<file path="src/aabb_collision_side_resolver_macros.svh">
// assertion macros shared by the rtl
`ifndef AABB_COLLISION_SIDE_RESOLVER_MACROS_SVH
`define AABB_COLLISION_SIDE_RESOLVER_MACROS_SVH

// antecedent holds in the same cycle as the consequent
`define AABB_ASSERT_SAME(label, clk, rst, ante, cons, msg) \
   label: assert property (@(posedge clk) disable iff (rst) (ante) |-> (cons)) else $error(msg);

// consequent holds in the cycle after the antecedent
`define AABB_ASSERT_NEXT(label, clk, rst, ante, cons, msg) \
   label: assert property (@(posedge clk) disable iff (rst) (ante) |=> (cons)) else $error(msg);

`endif

</file>
<file path="src/aabb_csr_pkg.sv">
`timescale 1ns / 1ps

package aabb_csr_pkg;

   localparam int MAX_PLATFORMS = 64;
   localparam int COORD_WIDTH   = 16;
   localparam int IDX_W         = $clog2(MAX_PLATFORMS);
   localparam int CNT_W         = $clog2(MAX_PLATFORMS + 1);

   typedef logic signed [COORD_WIDTH-1:0] coord_type;
   typedef logic signed [COORD_WIDTH:0]   ovl_type;

   typedef enum logic {
      MODE_LOAD  = 1'b0,
      MODE_QUERY = 1'b1
   } mode_type;

   typedef enum logic [2:0] {
      SIDE_NONE  = 3'd0,
      SIDE_LEFT  = 3'd1,
      SIDE_RIGHT = 3'd2,
      SIDE_UP    = 3'd3,
      SIDE_DOWN  = 3'd4
   } side_type;

   typedef enum logic {
      ST_IDLE,
      ST_SCAN
   } state_type;

   typedef struct packed {
      coord_type y;
      coord_type x;
   } corner_type;

   typedef struct packed {
      mode_type         mode;
      logic [5:0]       entry_index;
      logic signed [15:0] box_min_x;
      logic signed [15:0] box_min_y;
      logic signed [15:0] box_max_x;
      logic signed [15:0] box_max_y;
   } req_type;

   typedef struct packed {
      side_type    side;
      logic [15:0] overlap;
      logic [5:0]  hit_index;
   } rsp_type;

endpackage

</file>
<file path="src/aabb_collision_side_resolver.sv">
`timescale 1ns / 1ps
// aabb collision side resolver
// channels: start/busy with req_data takes one item; mode load writes one
// platform rectangle into slot entry_index of the corner memories, mode
// query scans slots 0 .. platform_count-1 for the first rectangle that
// overlaps the player box, the scan limit saturating at MAX_PLATFORMS.
// csr_we/csr_wdata writes platform_count, which the user is to write only
// while the block is idle; the block does not enforce this. a load gives
// no result; busy stays low. a query raises busy and gives exactly one
// result on rsp_data, marked by rsp_valid for one cycle. the scan reads
// one slot per cycle from the memory port, then a compare stage and a
// select stage follow: each slot read, its compare result and the
// selected side and overlap on rsp_data are registered in that order.
// the next item may be started in the cycle the result is shown.
// reset clears the control state and platform_count; the memory contents
// are undefined until loaded. the receiver cannot stall: each result is
// taken in the cycle it is shown.
`include "aabb_collision_side_resolver_macros.svh"

module aabb_collision_side_resolver
   import aabb_csr_pkg::*;
(
   input  logic             clock,
   input  logic             reset,
   input  logic             start,
   output logic             busy,
   input  req_type          req_data,
   output logic             rsp_valid,
   output rsp_type          rsp_data,
   input  logic             csr_we,
   input  logic [CNT_W-1:0] csr_wdata
);

   corner_type lower_mem [MAX_PLATFORMS];
   corner_type upper_mem [MAX_PLATFORMS];

   state_type        state_ff, state_in;
   logic [CNT_W-1:0] count_ff, count_in;
   logic [CNT_W-1:0] limit_ff, limit_in;
   logic [CNT_W-1:0] issue_ff, issue_in;
   req_type          box_ff, box_in;

   logic             rd_valid_ff, rd_valid_in;
   logic [IDX_W-1:0] rd_idx_ff;
   corner_type       rd_lo_ff, rd_hi_ff;

   logic             s1_valid_ff, s1_valid_in;
   logic             s1_hit_ff, s1_hit_in;
   logic [IDX_W-1:0] s1_idx_ff;
   ovl_type          ov_left_ff, ov_right_ff, ov_top_ff, ov_bottom_ff;
   ovl_type          ov_left_in, ov_right_in, ov_top_in, ov_bottom_in;

   logic             rsp_valid_ff, rsp_valid_in;
   rsp_type          rsp_data_ff, rsp_data_in;

   logic             accept, accept_load, accept_query;
   logic             scanning, issue_more, hit_found, drained, finish;
   ovl_type          best_x, best_y;
   rsp_type          hit_rsp;

   logic             miss_shown, miss_clean, issue_legal;

   assign accept       = start && !busy;
   assign accept_load  = accept && (req_data.mode == MODE_LOAD);
   assign accept_query = accept && (req_data.mode == MODE_QUERY);

   assign hit_found = s1_valid_ff && s1_hit_ff;
   assign drained   = (issue_ff == limit_ff) && !rd_valid_ff && !s1_valid_ff;
   assign finish    = scanning && (hit_found || drained);

   // next state
   always_comb begin
      state_in = state_ff;
      unique case (state_ff)
         ST_IDLE: begin
            if (accept_query) begin
               state_in = ST_SCAN;
            end
         end
         ST_SCAN: begin
            if (hit_found || drained) begin
               state_in = ST_IDLE;
            end
         end
         default: state_in = ST_IDLE;
      endcase
   end

   // state outputs
   always_comb begin
      busy     = 1'b0;
      scanning = 1'b0;
      unique case (state_ff)
         ST_IDLE: begin
            busy = 1'b0;
         end
         ST_SCAN: begin
            busy     = 1'b1;
            scanning = 1'b1;
         end
         default: busy = 1'b0;
      endcase
   end

   assign issue_more = scanning && (issue_ff < limit_ff) && !hit_found;

   always_comb begin
      count_in = csr_we ? csr_wdata : count_ff;
      limit_in = limit_ff;
      issue_in = issue_ff;
      box_in   = box_ff;
      if (accept_query) begin
         limit_in = (count_ff > CNT_W'(MAX_PLATFORMS)) ? CNT_W'(MAX_PLATFORMS) : count_ff;
         issue_in = '0;
         box_in   = req_data;
      end else if (issue_more) begin
         issue_in = issue_ff + CNT_W'(1);
      end
   end

   assign rd_valid_in = issue_more;
   assign s1_valid_in = rd_valid_ff && !finish;

   // compare stage
   always_comb begin
      s1_hit_in = (box_ff.box_min_x <= rd_hi_ff.x) && (box_ff.box_max_x >= rd_lo_ff.x) &&
                  (box_ff.box_min_y <= rd_hi_ff.y) && (box_ff.box_max_y >= rd_lo_ff.y);
      ov_left_in   = ovl_type'(rd_hi_ff.x) - ovl_type'(box_ff.box_min_x);
      ov_right_in  = ovl_type'(box_ff.box_max_x) - ovl_type'(rd_lo_ff.x);
      ov_top_in    = ovl_type'(rd_hi_ff.y) - ovl_type'(box_ff.box_min_y);
      ov_bottom_in = ovl_type'(box_ff.box_max_y) - ovl_type'(rd_lo_ff.y);
   end

   // select stage
   always_comb begin
      best_x = (ov_left_ff < ov_right_ff) ? ov_left_ff : ov_right_ff;
      best_y = (ov_top_ff < ov_bottom_ff) ? ov_top_ff : ov_bottom_ff;
      hit_rsp.hit_index = s1_idx_ff;
      if (best_x < best_y) begin
         if (ov_left_ff > ov_right_ff) begin
            hit_rsp.side    = SIDE_LEFT;
            hit_rsp.overlap = ov_right_ff[COORD_WIDTH-1:0];
         end else begin
            hit_rsp.side    = SIDE_RIGHT;
            hit_rsp.overlap = ov_left_ff[COORD_WIDTH-1:0];
         end
      end else begin
         if (ov_top_ff > ov_bottom_ff) begin
            hit_rsp.side    = SIDE_UP;
            hit_rsp.overlap = ov_bottom_ff[COORD_WIDTH-1:0];
         end else begin
            hit_rsp.side    = SIDE_DOWN;
            hit_rsp.overlap = ov_top_ff[COORD_WIDTH-1:0];
         end
      end
   end

   always_comb begin
      rsp_valid_in = finish;
      rsp_data_in  = rsp_data_ff;
      if (finish) begin
         if (hit_found) begin
            rsp_data_in = hit_rsp;
         end else begin
            rsp_data_in = '{side: SIDE_NONE, overlap: '0, hit_index: '0};
         end
      end
   end

   // corner memories
   always_ff @(posedge clock) begin
      if (accept_load && (MAX_PLATFORMS > int'(req_data.entry_index))) begin
         lower_mem[req_data.entry_index[IDX_W-1:0]] <=
            '{y: req_data.box_min_y, x: req_data.box_min_x};
         upper_mem[req_data.entry_index[IDX_W-1:0]] <=
            '{y: req_data.box_max_y, x: req_data.box_max_x};
      end
      rd_lo_ff <= lower_mem[issue_ff[IDX_W-1:0]];
      rd_hi_ff <= upper_mem[issue_ff[IDX_W-1:0]];
   end

   always_ff @(posedge clock) begin
      if (reset) begin
         state_ff     <= ST_IDLE;
         count_ff     <= '0;
         rd_valid_ff  <= 1'b0;
         s1_valid_ff  <= 1'b0;
         rsp_valid_ff <= 1'b0;
         limit_ff     <= '0;
         issue_ff     <= '0;
      end else begin
         state_ff     <= state_in;
         count_ff     <= count_in;
         rd_valid_ff  <= rd_valid_in;
         s1_valid_ff  <= s1_valid_in;
         rsp_valid_ff <= rsp_valid_in;
         limit_ff     <= limit_in;
         issue_ff     <= issue_in;
      end
   end

   always_ff @(posedge clock) begin
      box_ff       <= box_in;
      rd_idx_ff    <= issue_ff[IDX_W-1:0];
      s1_hit_ff    <= s1_hit_in;
      s1_idx_ff    <= rd_idx_ff;
      ov_left_ff   <= ov_left_in;
      ov_right_ff  <= ov_right_in;
      ov_top_ff    <= ov_top_in;
      ov_bottom_ff <= ov_bottom_in;
      rsp_data_ff  <= rsp_data_in;
   end

   assign rsp_valid = rsp_valid_ff;
   assign rsp_data  = rsp_data_ff;

   assign miss_shown  = rsp_valid && (rsp_data.side == SIDE_NONE);
   assign miss_clean  = (rsp_data.overlap == '0) && (rsp_data.hit_index == '0);
   assign issue_legal = (issue_ff <= limit_ff) && (limit_ff <= CNT_W'(MAX_PLATFORMS));

   `AABB_ASSERT_SAME(a_rsp_when_idle, clock, reset, rsp_valid, !busy, "result during scan")
   `AABB_ASSERT_NEXT(a_query_busy, clock, reset, accept_query, busy, "query not scanning")
   `AABB_ASSERT_SAME(a_miss_zero, clock, reset, miss_shown, miss_clean, "miss fields nonzero")
   `AABB_ASSERT_SAME(a_issue_bound, clock, reset, busy, issue_legal, "scan past count")

endmodule

</file>
<file path="config.mk">
export PLATFORM = sky130hd
export DESIGN_NAME = aabb_collision_side_resolver
export DESIGN_NICKNAME = d
export VERILOG_FILES = /design/src/aabb_csr_pkg.sv /design/src/aabb_collision_side_resolver.sv
export VERILOG_INCLUDE_DIRS = /design/src /design/src/src
export SDC_FILE = /design/constraint.sdc
export NUM_CORES = 2
export LEC_CHECK = 0
export ABC_AREA = 0
export BUFFER_PORTS_ARGS = -buffer_cell sky130_fd_sc_hd__buf_2
export CAP_MARGIN = 25
export CORE_AREA = 2 2 595 478
export DETAILED_ROUTE_END_ITERATION = 10
export DIE_AREA = 0 0 597 480
export PLACE_DENSITY_LB_ADDON = 0.2
export SLEW_MARGIN = 20
export SYNTH_ARGS = -nofsm -noshare
export SYNTH_HDL_FRONTEND = slang
export SYNTH_SLANG_ARGS = --single-unit
</file>
<file path="constraint.sdc">
create_clock -name clock -period 9.95 [get_ports clock]
set_clock_uncertainty 0.1 [all_clocks]
set_input_delay 1.99 -clock clock [delete_from_list [all_inputs] [get_ports clock]]
set_output_delay 1.99 -clock clock [all_outputs]
set_load 0.005 [all_outputs]
</file>
* After elaboration in Yosys (flattened, before gate mapping)
Memory sizes are Yosys's and may differ from the RTL's. A register that Yosys moved wholly into a read port is not among the register bits.
Index checks and enable logic that the tools add are counted.
** Cells by class
- Equality and inequality tests :: 1
- Bitwise logic cells :: 2
- Order comparisons :: 11
- Reduce and logical (&&, ||, !) cells :: 20
- Add/subtract/negate cells :: 5
- Muxes and demuxes :: 13
** Operator list (number)
- subtractor 16 x 16 -> 17 bit :: 4
- less-than comparator 17 bit :: 3
- 2-to-1 mux 19 bit :: 2
- greater-than comparator 17 bit :: 2
- 2-to-1 mux 17 bit :: 2
- greater-or-equal comparator 16 bit :: 2
- <= comparator 16 bit :: 2
- 2-to-1 mux 18 bit :: 1
- logical AND 1 bit :: 13
- adder 7 x 1 -> 7 bit, second input constant :: 1
- == test 7 bit :: 1
- greater-than comparator 7 bit, second input constant :: 1
- less-than comparator 7 bit :: 1
- 2-to-1 mux 7 bit :: 1
- zero test 1 bit :: 5
- 2-to-1 mux 1 bit :: 5
- one-hot mux 1 bit (2 select lines) :: 2
- NOT 1 bit :: 2
- OR reduction 2 bit :: 1
- logical OR 1 bit :: 1
** Word-level totals
- Output and inout bits :: 27
- Bits in registers :: 195
- Memories :: 2
- Input port bits :: 82
- Logic and storage cells :: 75
- Bits in writable memories :: 4096
** Memories
- lower_mem :: words 64, width 32, rd ports 1, clocked after Yosys merged registers in 1, wr ports 1, RTL line aabb_collision_side_resolver.sv:34 : corner_type lower_mem [MAX_PLATFORMS];
- upper_mem :: words 64, width 32, rd ports 1, clocked after Yosys merged registers in 1, wr ports 1, RTL line aabb_collision_side_resolver.sv:35 : corner_type upper_mem [MAX_PLATFORMS];

* Depth between registers and ports, before layout
- Depth in word-level cells :: 7
- Depth in mapped cells :: 24
- Gate-level depth less buffers :: 18

* Least setup slack after synthesis
No wires, ideal clock.
- Path kind :: input-to-reg
- Start :: input port req_data[64] (netlist name)
- End :: memory lower_mem[30][0] (netlist name), enable pin
- Buffers on the path :: 0
- Arrival :: 5.519 ns
- Stages :: 3
- Slack :: 3.844 ns
- Path through :: nor4b_1 > nand3_1 > nor2_1
** RTL lines
- from (decl) :: RTL line aabb_collision_side_resolver.sv:27 : input req_type req_data,
- to (decl) :: RTL line aabb_collision_side_resolver.sv:34
No word-level cell before the write port.

* Worst setup path after layout
- Start :: register ov_bottom_ff[2]
- End :: register rsp_data_ff, in the netlist rsp_data[6] (data pin)
** Between the ends
- Longest elaborated chain between the ends :: 4
- Elaborated cells on any way between the ends :: 6
- Classes of those cells :: 3 x order compare; 3 x mux
** RTL lines
- from (decl) :: RTL line aabb_collision_side_resolver.sv:50 : ovl_type ov_left_ff, ov_right_ff, ov_top_ff, ov_bottom_ff;
- from (signal assigned) :: RTL line aabb_collision_side_resolver.sv:210 : ov_bottom_ff <= ov_bottom_in;
- less-than comparator 17 bit :: RTL line aabb_collision_side_resolver.sv:137 : best_y = (ov_top_ff < ov_bottom_ff) ? ov_top_ff : ov_bottom_ff;
- 2-to-1 mux 17 bit :: RTL line aabb_collision_side_resolver.sv:137
- less-than comparator 17 bit :: RTL line aabb_collision_side_resolver.sv:139 : if (best_x < best_y) begin
- 2-to-1 mux 19 bit * :: RTL line aabb_collision_side_resolver.sv:139
- to (signal assigned) :: RTL line aabb_collision_side_resolver.sv:211 : rsp_data_ff <= rsp_data_in;
- to (decl) :: RTL line aabb_collision_side_resolver.sv:54 : rsp_type rsp_data_ff, rsp_data_in;
Mark *: on every way between the ends. The rest lies on a longest branch, timed or not.
A chain may end at the register's enable or synchronous reset.

==> flow_summary.json <==
{
  "cp_cell_sequence": "inv_1 > ha_1 > a211oi_1 > o21a_1 > nor3_1 > o41a_1 > nor2_2 > buf_4 > nor2_1 > a21oi_1 > ha_1 > a211o_1 > o211ai_1 > a21oi_1 > o2111ai_1 > a21oi_1 > a2111o_1 > o22ai_2 > buf_4 > mux2_2",
  "synth_cells": 7112,
  "grt_pass1_wl_um": 620000,
  "required_ps": 10530,
  "yosysUniqueCellTypes": 60,
  "die_h_um": 480,
  "rr_worst_depth": 20,
  "wl_per_cell_um": 38.1,
  "holdPathStages": 0,
  "io_pins": 109,
  "path_buf_inv": 3,
  "place_area_um2": 174000,
  "design_area_um2": 187000,
  "cts_resized": 0,
  "post-route-drc-count": 0,
  "crit_start": "ov_bottom_ff[2]$_DFF_P_",
  "first_global_vias": 79000,
  "synth-seq-cells": 4355,
  "htreeDepth": 5,
  "antenna_left": 0,
  "ys_warn_count": 0,
  "worstSetupPathType": "register to register",
  "cts_tree": "yes",
  "worstMarginPinSlew_ps": 1070,
  "die_w_um": 597,
  "critPathLaunchType": "register",
  "cts_sinks": 4355,
  "initial_core_util_pct": 59.8,
  "synth_edf_count": 4185,
  "fin_tns_setup_ps": 0,
  "grt_max_degree": 145,
  "clock_latency_ps": 940,
  "clk_pin_slew_ps": 60,
  "synth_flop_cell": "edfxtp_1",
  "syn_to_final_growth_pct": 11.8,
  "period_share_pct": 61.7,
  "drv_cap": 0,
  "core_um2": 280000,
  "critPathMostFrequentCell": "a21oi_1",
  "drt_iter0_markers": 13100,
  "grt_usage_pct": 31.2,
  "cp-end-kind": "register",
  "status": "finished clean",
  "min_period_ps": 6140,
  "slew-limit-headroom_pct": 28.6,
  "drive_gt1_share_pct": 30.1,
  "ys_async_sr_fraction_pct": 0,
  "fin_nets": 7733,
  "max_freq_mhz": 163,
  "antenna_found_initial": 36,
  "cts_root_buf": "clkbuf_16",
  "cp_max_fo": 34,
  "vias_per_cell": 6.93,
  "placementRows": 174,
  "routabilityCongestion": 0.918,
  "ir_drop_v": 0.000155,
  "port_buffers": 108,
  "worst_ep_arrival_time_ps": 6710,
  "finalHoldViolCount": 0,
  "firstDrtPassIters": 6,
  "drv_slew": 0,
  "hpwl_um": 256000,
  "r2r-start": "ov_bottom_ff[2]$_DFF_P_",
  "n_fill_cell": 17200,
  "numCtsBuffers": 408,
  "hold_path.startpoint": "rd_idx_ff[4]$_DFF_P_",
  "hp-class": "register to register",
  "synth.avg_cell_area_um2": 23.6,
  "wl_um": 440000,
  "clock_path_buffers": 4,
  "die-area_um2": 287000,
  "cpMaxStageDelayCell": "o22ai_2",
  "cp.depth": 20,
  "yosysSeqAreaShare_pct": 77.0,
  "cts-hold-fix-buffers": 0,
  "synth_nets": 7324,
  "powerDensity_nw_per_um2": 197,
  "cts_setup_buffers": 0,
  "critPathTopFamily": "compound AO/OA/AOI/OAI gates",
  "rsz0062_at_grt": "no",
  "worst_path_largest_cell_delay_ps": 640,
  "syn_area_um2": 168000,
  "leakage_uw": 0.0574,
  "setup_viol": 0,
  "grt_overflow": 0,
  "num_vias": 80100
}
[layout by cell type, fill, tap and decap left out, drive strengths merged, types with 85 or more instances in the layout]
cell / synthesis / routed
edfxtp: 4185 / 4185
mux4: 1344 / 1344
clkbuf: 217 / 523
buf: 126 / 342
dfxtp: 170 / 170
nor2: 153 / 153
clkinv: 0 / 151
inv: 133 / 146
ha: 126 / 126
o21ai: 85 / 85
[state kept, by name, summed over array words and instances, names as in the netlist, 6 cells and up]
name          flops
ov_right_ff      17
rd_hi_ff         32
limit_ff          7
lower_mem      2048
upper_mem      2048
count_ff          7
rd_idx_ff         6
ov_left_ff       17
issue_ff          7
box_ff           64
s1_idx_ff         6
rd_lo_ff         32
ov_bottom_ff     17
ov_top_ff        17
rsp_data         25
[through the flow]
step	setup WS (ps)	std cells	util [%]	total power, uW	hold WS (ps)
final	3810	11600	66.9	36900	228
after global routing	3480	11600	66.9	37900	229
after CTS	3810	11500	66.8	37100	227
after detailed placement	3890	10800	62.1	21800	212
after global placement	3450	10800	62.0	21800	211
after floorplan	3840	7112	-	21200	210
[logic make-up (layout without fill, tap and decap cells)]
logic type | after synthesis | count (layout) | share of synthesized area (%)
DFF | 4355 | 4355 | 77.0
muxes | 1388 | 1388 | 18.3
buffers and inverters | 476 | 1217 | 1.16
and+or+nand+nor | 424 | 424 | 1.23
AOI/OAI and AO/OA | 282 | 282 | 1.03
adders and majority gates | 130 | 130 | 0.988
xor gates and xnor gates | 57 | 57 | 0.298
other | 0 | 11 | 0
[worst reg2reg max path: stages, from the launching register on]
cell       delay, ps
dfxtp_1          330
inv_1             70
ha_1             290
a211oi_1         230
o21a_1           170
nor3_1            60
o41a_1           450
nor2_2           520
buf_4            450
nor2_1            80
a21oi_1          210
ha_1             300
a211o_1          310
o211ai_1          80
a21oi_1          120
o2111ai_1        230
a21oi_1          140
a2111o_1         330
o22ai_2          640
buf_4            370
mux2_2           380
[routing by layer]
metal  vias up  wire (um)  part of all wire, %  GRT usage, %
met4        22      14700                  3.3          9.23
li1      31200          -                    -             -
met3       621      50000                   11          6.42
met2      5153     205000                   47          47.2
met5         -        151                0.034             0
met1     43100     170000                   39          46.9
[area by class of cell]
class / instances / area (um^2) / area share, %
antenna: 11 / 27.5 / 0.0147
clock buffer: 523 / 11000 / 5.86
clock inverter: 219 / 2220 / 1.18
inverter: 133 / 499 / 0.266
multi-input combinational: 2281 / 37200 / 19.8
sequential: 4355 / 129000 / 68.9
tap: 3696 / 4620 / 2.47
timing repair buffer: 342 / 2860 / 1.52
[power by group]
part	total, uW	switching, uW	leakage (uW)	internal (uW)
Clock	15500	6690	0.00644	8820
Combinational	1200	828	0.0119	372
Sequential	20200	54.8	0.0391	20200
Total	36900	7570	0.0574	29400
[Yosys cell counts, types with 7 or more instances]
| cell | number | area (um^2) |
|---|---|---|
| a31oi_1 | 8 | 50.1 |
| nor4_1 | 8 | 50.1 |
| and2_1 | 9 | 56.3 |
| or2_2 | 10 | 62.6 |
| mux4_2 | 1344 | 30300 |
| inv_1 | 133 | 499 |
| nor2_1 | 153 | 574 |
| a21o_1 | 37 | 278 |
| ha_1 | 126 | 1580 |
| nor2b_1 | 16 | 100 |
| nand2_1 | 76 | 285 |
| nor3_1 | 21 | 105 |
| dfxtp_1 | 170 | 3400 |
| o21ai_0 | 85 | 425 |
| edfxtp_1 | 4185 | 126000 |
| nand2b_1 | 13 | 81.3 |
| nand3_1 | 36 | 180 |
| buf_1 | 20 | 75.1 |
| xor2_1 | 19 | 166 |
| nand4_1 | 35 | 219 |
| o21a_1 | 16 | 120 |
| buf_2 | 102 | 510 |
| clkbuf_1 | 217 | 815 |
| nand3b_1 | 7 | 52.6 |
| nor3b_1 | 8 | 60.1 |
| xnor2_1 | 38 | 333 |
| a21oi_1 | 83 | 415 |
| o211ai_1 | 14 | 105 |
| and3_1 | 14 | 87.6 |
| mux2i_1 | 39 | 390 |
[path summary, 6_finish.rpt]
check                         endpoint  slack (ps)
max          rsp_data[6]$_SDFFCE_PN0P_        3810
min               s1_idx_ff[4]$_DFF_P_         230
max reg2reg  rsp_data[6]$_SDFFCE_PN0P_        3810
min reg2reg       s1_idx_ff[4]$_DFF_P_         230
Power figures use the tool's default switching activity.
